==> config.mk <==
export PLATFORM = sky130hd
export DESIGN_NAME = postfix_stack_evaluator_flat
export DESIGN_NICKNAME = d
export VERILOG_FILES = /design/src/pse_pkg.sv /design/src/pse_if.sv /design/src/postfix_stack_evaluator.sv /design/src/flat_wrapper.sv
export SDC_FILE = /design/constraint.sdc
export NUM_CORES = 2
export LEC_CHECK = 0
export BUFFER_PORTS_ARGS = -buffer_cell sky130_fd_sc_hd__buf_2
export CAP_MARGIN = 20
export CORE_ASPECT_RATIO = 0.5
export CORE_MARGIN = 2
export CORE_UTILIZATION = 54
export CTS_CLUSTER_DIAMETER = 100
export DETAILED_ROUTE_END_ITERATION = 7
export GPL_ROUTABILITY_DRIVEN = 0
export HOLD_SLACK_MARGIN = 0.05
export PLACE_DENSITY = 0.7
export SETUP_SLACK_MARGIN = 0.05
export SYNTH_ARGS = -nofsm -noshare
export SYNTH_HDL_FRONTEND = slang
export SYNTH_SLANG_ARGS = --single-unit
==> constraint.sdc <==
create_clock -name clk_i -period 6.57 [get_ports clk_i]
set_input_delay 0.3285 -clock clk_i [delete_from_list [all_inputs] [get_ports clk_i]]
set_output_delay 0.3285 -clock clk_i [all_outputs]
set_load 0.1 [all_outputs]
==> src/pse_pkg.sv <==
// Shared types and constants of the postfix stack evaluator.
package pse_pkg;

  localparam int unsigned ValW  = 64;
  localparam int unsigned IterW = $clog2(ValW);

  typedef enum logic [2:0] {
    KIND_PUSH = 3'd0,
    KIND_ADD  = 3'd1,
    KIND_SUB  = 3'd2,
    KIND_MUL  = 3'd3,
    KIND_DIV  = 3'd4,
    KIND_SKIP = 3'd5
  } kind_e;

  typedef enum logic [2:0] {
    ST_OK        = 3'd0,
    ST_LEFTOVER  = 3'd1,
    ST_UNDERFLOW = 3'd2,
    ST_OVERFLOW  = 3'd3,
    ST_DIVZERO   = 3'd4,
    ST_EMPTY     = 3'd5
  } status_e;

  typedef enum logic [1:0] {
    S_IDLE,
    S_EXEC,
    S_ITER,
    S_FIN
  } state_e;

endpackage

==> src/pse_if.sv <==
// Token and result channel interfaces of the postfix stack evaluator.
interface pse_tok_if;
  logic        valid;
  logic        ready;
  logic [2:0]  kind;
  logic [63:0] operand_value;
  logic        last_token;

  modport source (output valid, kind, operand_value, last_token, input ready);
  modport sink   (input valid, kind, operand_value, last_token, output ready);
endinterface

interface pse_res_if;
  logic        valid;
  logic        ready;
  logic [63:0] top_value;
  logic [2:0]  status;

  modport source (output valid, top_value, status, input ready);
  modport sink   (input valid, top_value, status, output ready);
endinterface

==> src/postfix_stack_evaluator.sv <==
// Postfix evaluator top level: value stack memory, sequencer and bit-serial mul/div.
// Push, ignored and error tokens are handled in S_IDLE; a result word is shown the cycle after they are taken.
// Add and subtract go through stack memory read (registered), execute and write back.
// Multiply and divide run a shift-add / restoring loop in S_ITER over every operand bit (one bit a cycle).
// Reset is asynchronous: clears count, error and control; the stack memory is not cleared.
module postfix_stack_evaluator
  import pse_pkg::*;
#(
  parameter int unsigned STACK_DEPTH = 16
) (
  input  logic  clk_i,
  input  logic  rst_ni,
  pse_tok_if.sink   tok_i,
  pse_res_if.source res_o
);

  localparam int unsigned CntW = $clog2(STACK_DEPTH + 1);
  localparam int unsigned IdxW = $clog2(STACK_DEPTH);
  localparam logic [IterW-1:0] IterLast = '1;

  state_e            state_q, state_d;
  logic [CntW-1:0]   count_q, count_d;
  status_e           err_q, err_d;
  kind_e             kind_q, kind_d;
  logic              last_q, last_d;
  logic [ValW-1:0]   top_q, top_d;
  logic [ValW-1:0]   acc_q, acc_d;
  logic [ValW-1:0]   opa_q, opa_d;
  logic [ValW-1:0]   opb_q, opb_d;
  logic [IterW-1:0]  iter_q, iter_d;
  logic              out_valid_q, out_valid_d;
  logic [ValW-1:0]   out_top_q, out_top_d;
  status_e           out_status_q, out_status_d;

  logic [ValW-1:0]   stack_mem_q [STACK_DEPTH];
  logic [ValW-1:0]   rd_data_q;
  logic              wr_en, rd_en;
  logic [IdxW-1:0]   wr_addr, rd_addr;
  logic [CntW-1:0]   cnt_m1, cnt_m2;

  logic              tok_ready;
  logic              finish, fin_last;
  logic [ValW:0]     rem_sh, rem_diff;

  assign cnt_m1  = count_q - CntW'(1);
  assign cnt_m2  = count_q - CntW'(2);
  assign wr_addr = cnt_m1[IdxW-1:0];
  assign rd_addr = cnt_m2[IdxW-1:0];
  assign rem_sh   = {acc_q, opb_q[ValW-1]};
  assign rem_diff = rem_sh - {1'b0, opa_q};

  always_ff @(posedge clk_i) begin
    if (wr_en) begin
      stack_mem_q[wr_addr] <= top_q;
    end
    if (rd_en) begin
      rd_data_q <= stack_mem_q[rd_addr];
    end
  end

  always_ff @(posedge clk_i or negedge rst_ni) begin
    if (!rst_ni) begin
      state_q     <= S_IDLE;
      count_q     <= '0;
      err_q       <= ST_OK;
      out_valid_q <= 1'b0;
    end else begin
      state_q     <= state_d;
      count_q     <= count_d;
      err_q       <= err_d;
      out_valid_q <= out_valid_d;
    end
  end

  always_ff @(posedge clk_i) begin
    kind_q       <= kind_d;
    last_q       <= last_d;
    top_q        <= top_d;
    acc_q        <= acc_d;
    opa_q        <= opa_d;
    opb_q        <= opb_d;
    iter_q       <= iter_d;
    out_top_q    <= out_top_d;
    out_status_q <= out_status_d;
  end

  always_comb begin
    state_d      = state_q;
    count_d      = count_q;
    err_d        = err_q;
    kind_d       = kind_q;
    last_d       = last_q;
    top_d        = top_q;
    acc_d        = acc_q;
    opa_d        = opa_q;
    opb_d        = opb_q;
    iter_d       = iter_q;
    out_valid_d  = out_valid_q;
    out_top_d    = out_top_q;
    out_status_d = out_status_q;
    wr_en        = 1'b0;
    rd_en        = 1'b0;
    tok_ready    = 1'b0;
    finish       = 1'b0;
    fin_last     = 1'b0;

    if (res_o.ready) begin
      out_valid_d = 1'b0;
    end

    case (state_q)
      S_IDLE: begin
        tok_ready = !out_valid_q || res_o.ready;
        fin_last  = tok_i.last_token;
        if (tok_ready && tok_i.valid) begin
          kind_d = kind_e'(tok_i.kind);
          last_d = tok_i.last_token;
          if (err_q != ST_OK) begin
            finish = 1'b1;
          end else begin
            case (kind_e'(tok_i.kind))
              KIND_PUSH: begin
                finish = 1'b1;
                if (count_q == CntW'(STACK_DEPTH)) begin
                  err_d = ST_OVERFLOW;
                end else begin
                  wr_en   = (count_q != '0);
                  top_d   = tok_i.operand_value;
                  count_d = count_q + CntW'(1);
                end
              end
              KIND_ADD, KIND_SUB, KIND_MUL, KIND_DIV: begin
                if (count_q < CntW'(2)) begin
                  err_d  = ST_UNDERFLOW;
                  finish = 1'b1;
                end else if (kind_e'(tok_i.kind) == KIND_DIV && top_q == '0) begin
                  err_d  = ST_DIVZERO;
                  finish = 1'b1;
                end else begin
                  rd_en   = 1'b1;
                  state_d = S_EXEC;
                end
              end
              default: begin
                finish = 1'b1;
              end
            endcase
          end
        end
      end
      S_EXEC: begin
        iter_d = '0;
        case (kind_q)
          KIND_ADD: begin
            acc_d   = rd_data_q + top_q;
            state_d = S_FIN;
          end
          KIND_SUB: begin
            acc_d   = rd_data_q - top_q;
            state_d = S_FIN;
          end
          KIND_MUL: begin
            acc_d   = '0;
            opa_d   = rd_data_q;
            opb_d   = top_q;
            state_d = S_ITER;
          end
          KIND_DIV: begin
            acc_d   = '0;
            opa_d   = top_q;
            opb_d   = rd_data_q;
            state_d = S_ITER;
          end
          default: begin
            state_d = S_FIN;
          end
        endcase
      end
      S_ITER: begin
        iter_d = iter_q + IterW'(1);
        if (kind_q == KIND_MUL) begin
          if (opb_q[0]) begin
            acc_d = acc_q + opa_q;
          end
          opa_d = {opa_q[ValW-2:0], 1'b0};
          opb_d = {1'b0, opb_q[ValW-1:1]};
        end else begin
          if (!rem_diff[ValW]) begin
            acc_d = rem_diff[ValW-1:0];
            opb_d = {opb_q[ValW-2:0], 1'b1};
          end else begin
            acc_d = rem_sh[ValW-1:0];
            opb_d = {opb_q[ValW-2:0], 1'b0};
          end
        end
        if (iter_q == IterLast) begin
          state_d = S_FIN;
        end
      end
      S_FIN: begin
        fin_last = last_q;
        if (!(last_q && out_valid_q && !res_o.ready)) begin
          top_d   = (kind_q == KIND_DIV) ? opb_q : acc_q;
          count_d = cnt_m1;
          finish  = 1'b1;
          state_d = S_IDLE;
        end
      end
      default: begin
        state_d = S_IDLE;
      end
    endcase

    if (finish && fin_last) begin
      out_valid_d = 1'b1;
      out_top_d   = (count_d != '0) ? top_d : '0;
      if (err_d != ST_OK) begin
        out_status_d = err_d;
      end else if (count_d == '0) begin
        out_status_d = ST_EMPTY;
      end else if (count_d > CntW'(1)) begin
        out_status_d = ST_LEFTOVER;
      end else begin
        out_status_d = ST_OK;
      end
      count_d = '0;
      err_d   = ST_OK;
    end
  end

  assign tok_i.ready     = tok_ready;
  assign res_o.valid     = out_valid_q;
  assign res_o.top_value = out_top_q;
  assign res_o.status    = out_status_q;

endmodule

==> src/flat_wrapper.sv <==
// flat-port wrapper written by rule: the top's interface ports become plain ports
module postfix_stack_evaluator_flat import pse_pkg::*;
#(
  parameter int unsigned STACK_DEPTH = 16
)
  (clk_i, rst_ni, tok_i_valid, tok_i_kind, tok_i_operand_value, tok_i_last_token, tok_i_ready, res_o_valid, res_o_top_value, res_o_status, res_o_ready);
  pse_tok_if tok_i_i ();
  pse_res_if res_o_i ();
  input  logic clk_i;
  input  logic rst_ni;
  input wire logic [$bits(tok_i_i.valid)-1:0] tok_i_valid;
  input wire logic [$bits(tok_i_i.kind)-1:0] tok_i_kind;
  input wire logic [$bits(tok_i_i.operand_value)-1:0] tok_i_operand_value;
  input wire logic [$bits(tok_i_i.last_token)-1:0] tok_i_last_token;
  output wire logic [$bits(tok_i_i.ready)-1:0] tok_i_ready;
  output wire logic [$bits(res_o_i.valid)-1:0] res_o_valid;
  output wire logic [$bits(res_o_i.top_value)-1:0] res_o_top_value;
  output wire logic [$bits(res_o_i.status)-1:0] res_o_status;
  input wire logic [$bits(res_o_i.ready)-1:0] res_o_ready;
  assign tok_i_i.valid = tok_i_valid;
  assign tok_i_i.kind = tok_i_kind;
  assign tok_i_i.operand_value = tok_i_operand_value;
  assign tok_i_i.last_token = tok_i_last_token;
  assign tok_i_ready = tok_i_i.ready;
  assign res_o_valid = res_o_i.valid;
  assign res_o_top_value = res_o_i.top_value;
  assign res_o_status = res_o_i.status;
  assign res_o_i.ready = res_o_ready;
  postfix_stack_evaluator #(.STACK_DEPTH(STACK_DEPTH)) u_core (.clk_i(clk_i), .rst_ni(rst_ni), .tok_i(tok_i_i), .res_o(res_o_i));
endmodule
## Word-level counts from Yosys, hierarchy flattened

Memory sizes are Yosys's and may differ from the RTL's. A register that Yosys moved wholly into a read port is not among the register bits.
Index checks and enable logic that the tools add are counted.

- Register bits after elaboration: 344
- Latch bits: 0
- Memory bits (writable): 1,024
- Bits in read-only memories: 0
- Input port bits: 72
- Output and inout port bits: 69
- Word-level logic and storage cells: 144
- Memories: 1

- $add $sub $neg: 8
- $mul: 0
- Divide/modulo/power cells: 0
- $lt $le $gt $ge: 2
- Equality and inequality tests: 24
- Shifts and indexed selects: 0
- Muxes and demuxes: 71
- Bitwise gates (word level): 0
- Reduce and logical (&&, ||, !) cells: 25

Memories:

| memory | words | width | read ports | clocked after memory_dff | wr ports | line | RTL |
|---|---|---|---|---|---|---|---|
| u_core.stack_mem_q | 16 | 64 | 1 | 1 | 1 | postfix_stack_evaluator.sv:35 | `logic [ValW-1:0] stack_mem_q [STACK_DEPTH];` |

Operators by type and width:

| cell | count |
|---|---|
| $pmux W64 S2 | 6 |
| $mux W64 | 11 |
| $pmux W64 S3 | 1 |
| $add A64 B64 Y64 | 2 |
| $sub A65 B64 Y65 | 1 |
| $logic_not A64 Y1 | 1 |
| $sub A64 B64 Y64 | 1 |
| $mux W5 | 6 |
| $mux W3 | 9 |
| $mux W1 | 25 |
| $mux W2 | 7 |
| $eq A3 B2 Y1 const B | 4 |
| $pmux W6 S2 | 1 |
| $ne A2 B2 Y1 const B | 5 |
| $pmux W5 S2 | 1 |
| $reduce_bool A5 Y1 | 2 |
| $pmux W2 S4 | 1 |
| $reduce_and A7 Y1 | 1 |
| $add A6 B1 Y6 const B | 1 |
| $eq A3 B1 Y1 const B | 2 |
| $eq A3 B3 Y1 const B | 2 |
| $eq A6 B6 Y1 const B | 1 |
| $ne A2 B1 Y1 const B | 3 |
| $pmux W3 S2 | 1 |
| other kinds (24) | 35 |

## Logic depth before layout (Yosys ltp)

- Word-level depth: 10
- Mapped depth: 23

## Least setup slack after synthesis

OpenSTA, ideal clock, no wires.

- Path kind: reg-to-reg
- Start: reg u_core.count_q[0]
- End: mem u_core.stack_mem_q[8][0], enable pin
- Library setup time: 486 ps
- Data arrival time: 5,462 ps
- Required time: 6,084 ps
- Setup slack: 621 ps
- Cell stages (with the launch flop): 10
- Period minus slack after synthesis: 5,949 ps
- Cell sequence: dfrtp_1 -> clkbuf_1 -> clkbuf_1 -> buf_1 -> inv_1 -> ha_1 -> nor3b_1 -> nor3_1 -> nand2_1 -> nor2_1

- Longest elaborated chain between the ends: 8

RTL lines:

| item | line | RTL |
|---|---|---|
| start, declared | postfix_stack_evaluator.sv:22 | `logic [CntW-1:0] count_q, count_d;` |
| start signal, assigned | postfix_stack_evaluator.sv:69 | `count_q <= count_d;` |
| $eq A5 B5 Y1 or $reduce_bool A5 Y1 (tied branches) | postfix_stack_evaluator.sv:124, postfix_stack_evaluator.sv:127 |  |
| $mux W1 | postfix_stack_evaluator.sv:124 | `if (count_q == CntW'(STACK_DEPTH)) begin` |
| $mux W1 | postfix_stack_evaluator.sv:121 | `case (kind_e'(tok_i.kind))` |
| $mux W1 | postfix_stack_evaluator.sv:118 | `if (err_q != ST_OK) begin` |
| $mux W1 | postfix_stack_evaluator.sv:115 | `if (tok_ready && tok_i.valid) begin` |
| $mux W1 | postfix_stack_evaluator.sv:111 | `case (state_q)` |
| $mux W1 | postfix_stack_evaluator.sv:53 | `if (wr_en) begin` |
| $mux W1 (not written as such) | postfix_stack_evaluator.sv:54 | `stack_mem_q[wr_addr] <= top_q;` |
| end, declared | postfix_stack_evaluator.sv:35 |  |

Parallel ways exist; a longest one is shown, timed or not.

## Worst setup path in the final report

- Start: reg u_core.top_q[8]
- End: reg u_core.acc_q[57] (data pin)

- Longest elaborated chain between the ends: 3

RTL lines:

| item | line | RTL |
|---|---|---|
| start, declared | postfix_stack_evaluator.sv:26 | `logic [ValW-1:0] top_q, top_d;` |
| start signal, assigned | postfix_stack_evaluator.sv:78 | `top_q <= top_d;` |
| $sub A64 B64 Y64 or $add A64 B64 Y64 (tied branches) | postfix_stack_evaluator.sv:159, postfix_stack_evaluator.sv:155 |  |
| $pmux W64 S3 (*) | postfix_stack_evaluator.sv:153 | `case (kind_q)` |
| $pmux W64 S2 (*) | postfix_stack_evaluator.sv:111 |  |
| via u_core.acc_d[57] | postfix_stack_evaluator.sv:27 | `logic [ValW-1:0] acc_q, acc_d;` |
| end signal, assigned | postfix_stack_evaluator.sv:79 | `acc_q <= acc_d;` |
| end, declared | postfix_stack_evaluator.sv:27 |  |

Mark *: on every way through the listed nets, which the timed path passes. The rest lies on a longest branch.
A chain may end at the register's enable or synchronous reset.

==> impl_metrics.env <==
export IMPL_crit_fanout=6
export IMPL_hold_path_class="in2reg"
export IMPL_critPathMaxStageDelay_ns=0.90
export IMPL_synth_cell_types=97
export IMPL_clk_latency_ns=0.79
export IMPL_start_util_pct=54.5
export IMPL_use_met1_pct=47.8
export IMPL_postSynth_asyncResetShare_pct=0.768
export IMPL_synth_cells=5537
export IMPL_use_met3_pct=8.22
export IMPL_grt_pass1_vias=47021
export IMPL_cts_root_buf="clkbuf_16"
export IMPL_drt_antenna_violating_nets=0
export IMPL_numCtsBuffers=131
export IMPL_top_level_ports=141
export IMPL_synth_avg_cell_area_um2=13.0
export IMPL_ys_top_cells_by_count="edfxtp_1, nand2_1, a21oi_1"
export IMPL_synth_top_cell_by_area="edfxtp_1"
export IMPL_ctsResizeCount=0
export IMPL_drive_gt1_share_pct=16.0
export IMPL_cp_end_kind="register"
export IMPL_grt_pass1_wl_mm=314
export IMPL_hold_depth=4
export IMPL_nets=5875
export IMPL_cp_start_kind="register"
export IMPL_fin_ws_ns=0.540
export IMPL_crit_required_ns=7.07
export IMPL_synthFlopType="edfxtp_1"
export IMPL_crit_path_frequent_cell="or3_1"
export IMPL_gr_usage_met2_pct=44.4
export IMPL_track_usage_pct=31.4
export IMPL_yosys_register_bits=1432
export IMPL_critPathBufInv=0
export IMPL_busiest_layer="met1"
export IMPL_firstDrtPassIters=7
export IMPL_vias_per_cell=6.69
export IMPL_finalHoldViolations=0
export IMPL_num_fill_cells=9866
export IMPL_routedWlPerCell_um=29.0
export IMPL_fin_crit_sh_pct=91.8
export IMPL_post_place_cells=7220
export IMPL_drt_iter0_markers=8293
export IMPL_post_cts_setup_buffer_count=0
export IMPL_die_area_um2=136000
export IMPL_syn_to_final_growth_pct=10.6
export IMPL_crit_cells=18
export IMPL_coreArea_um2=132000
export IMPL_yosys_top_cells_area="edfxtp_1, mux4_2, nand2_1, ha_1, a21oi_1"
export IMPL_num_rows=94
export IMPL_synth_most_common_cell="edfxtp_1"
export IMPL_ir_drop_v=0.000381
export IMPL_cp_cell_sequence="or3_1 > or3_1 > or3_1 > nor3b_2 > nand2_1 > nor2_1 > a21oi_1 > xnor2_1 > ha_1 > nand2_1 > nor4_1 > nand2b_1 > a2111oi_0 > o2111ai_1 > a311oi_1 > o21ai_0 > a32oi_1 > o211ai_1"
export IMPL_power_density_nw_per_um2=544
export IMPL_vias=50042
export IMPL_leakagePower_nw=28.0
export IMPL_reg2reg_depth=18
export IMPL_grt_overflow=0
export IMPL_worstMarginPinSlew_ns=1.17
export IMPL_slew_violations=0
export IMPL_numClockSinks=1432
export IMPL_finalSetupViolCount=0
export IMPL_crit_slowest_cell="a2111oi_0"
export IMPL_die_h_um=262
export IMPL_cts_hold_buffers=17
export IMPL_max_slew_margin_pct=21.8
export IMPL_clk_pin_slew_ns=0.07
export IMPL_crit_family="simple AND/OR/NAND/NOR gates"
export IMPL_synthesis_area_um2=71800
export IMPL_final_cell_count_no_fill=7484
export IMPL_wirelength_mm=217
export IMPL_antenna_found_initial=10
export IMPL_cts_tree="yes"
export IMPL_port_buffers=140
export IMPL_fin_setup_tns_ns=0
export IMPL_cts_buffer_depth=3
export IMPL_synth_top_cell_area_share_pct=56.8
export IMPL_dp_slack_ns=0.638
export IMPL_drv_cap=0
export IMPL_status="finished, final reports clean"
export IMPL_htreeDepth=4
export IMPL_path_class="reg2reg"
export IMPL_rsz0062_at_grt="false"
export IMPL_min_period_ns=6.03
export IMPL_grt_max_degree=163
export IMPL_yosysWarningCount=0
export IMPL_syn_nets=5817
export IMPL_die_x_um=520
export IMPL_cp_arrival_ns=6.53
export IMPL_synth_edf_count=1357
export IMPL_skew_ns=0.0459
export IMPL_drc=0
export IMPL_hpwl_mm=139
export IMPL_r2r_slack_ns=0.54
export IMPL_seq_area_frac_synth_pct=58.9
export IMPL_max_freq_mhz=166
==> worst register-to-register path: stages, from the launching register on <==
cell	delay [ns]
dfxtp_1	0.31
or3_1	0.41
or3_1	0.40
or3_1	0.44
nor3b_2	0.27
nand2_1	0.14
nor2_1	0.33
a21oi_1	0.14
xnor2_1	0.14
ha_1	0.41
nand2_1	0.16
nor4_1	0.39
nand2b_1	0.15
a2111oi_0	0.90
o2111ai_1	0.36
a311oi_1	0.39
o21ai_0	0.12
a32oi_1	0.22
o211ai_1	0.11
==> registers in the layout, summed over array words and instances (netlist names) <==
register and count:
u_core.iter_q 6, u_core.err_q 3, u_core.res_o.valid 1, u_core.top_q 64, u_core.count_q 5, u_core.opa_q 64, u_core.state_q 2, u_core.acc_q 64
u_core.res_o.top_value 64, u_core.kind_q 3, u_core.stack_mem_q 1024, u_core.last_q 1, u_core.res_o.status 3, u_core.rd_data_q 64, u_core.opb_q 64
==> logic make-up (layout without fill, tap and decap cells) <==
group	after synthesis	after routing	synth area share, %
mux	455	455	12.0
other cells	0	5	0
fa+ha+maj	208	208	3.66
compound gates	1250	1250	10.5
flops	1432	1432	58.9
buf+inv	480	646	2.53
xor+xnor	243	243	2.96
simple gates	1469	1469	9.33
==> per-layer routing <==
| metal | vias up | wire length [um] |
|---|---|---|
| met2 | 3682 | 91200 |
| met5 | - | 0 |
| li1 | 21251 | - |
| met1 | 24738 | 86900 |
| met3 | 371 | 32600 |
| met4 | 0 | 6030 |
==> layout by cell type (no fill, tap or decap), types with 111 or more instances in the layout <==
cell type | Yosys | routed
xnor2_1 | 131 | 131
a21oi_1 | 444 | 443
edfxtp_1 | 1357 | 1357
clkbuf_16 | 0 | 135
mux4_2 | 320 | 320
nor2_1 | 222 | 204
nand2_1 | 774 | 772
buf_2 | 12 | 140
ha_1 | 205 | 202
xor2_1 | 112 | 111
inv_1 | 123 | 123
o21ai_0 | 276 | 276
==> metrics by stage <==
step	hold WS (ns)	util, %	instance area [um2]	total power, mW
global route	0.0897	60.2	79300	45.2
detailed placement	0.216	56.7	74700	34.4
floorplan	0.0329	-	71800	28.4
CTS	0.0507	60.2	79300	42.4
global placement	0.209	56.7	74700	34.1
finish	0.0976	60.2	79400	43.1
==> area by class of cell <==
cell class	count	area (um2)	area share, %
antenna	5	12.5	0.0158
clock buffer	162	3500	4.41
clock inverter	79	926	1.17
inverter	125	469	0.591
multi-input combinational	3625	27900	35.2
sequential	1432	42300	53.3
tap	1776	2220	2.80
timing repair buffer	280	2010	2.54
==> report_power, final <==
| group | switching [mW] | internal (mW) | total, mW |
|---|---|---|---|
| combinational | 14.0 | 7.78 | 21.8 |
| sequential | 1.27 | 12.1 | 13.4 |
| clock | 3.48 | 4.43 | 7.91 |
| total | 18.8 | 24.3 | 43.1 |
==> worst paths after layout <==
kind | start | end
min in group asynchronous | rst_ni | u_core.count_q[2]
worst max register to register | u_core.top_q[8] | u_core.acc_q[57]
max in group asynchronous | rst_ni | u_core.count_q[1]
worst max-delay path | u_core.top_q[8] | u_core.acc_q[57]
worst min register to register | u_core.state_q[0] | u_core.state_q[0]
worst min-delay path | tok_i_operand_value[46] | u_core.top_q[46]
Power figures use the tool's default switching activity.
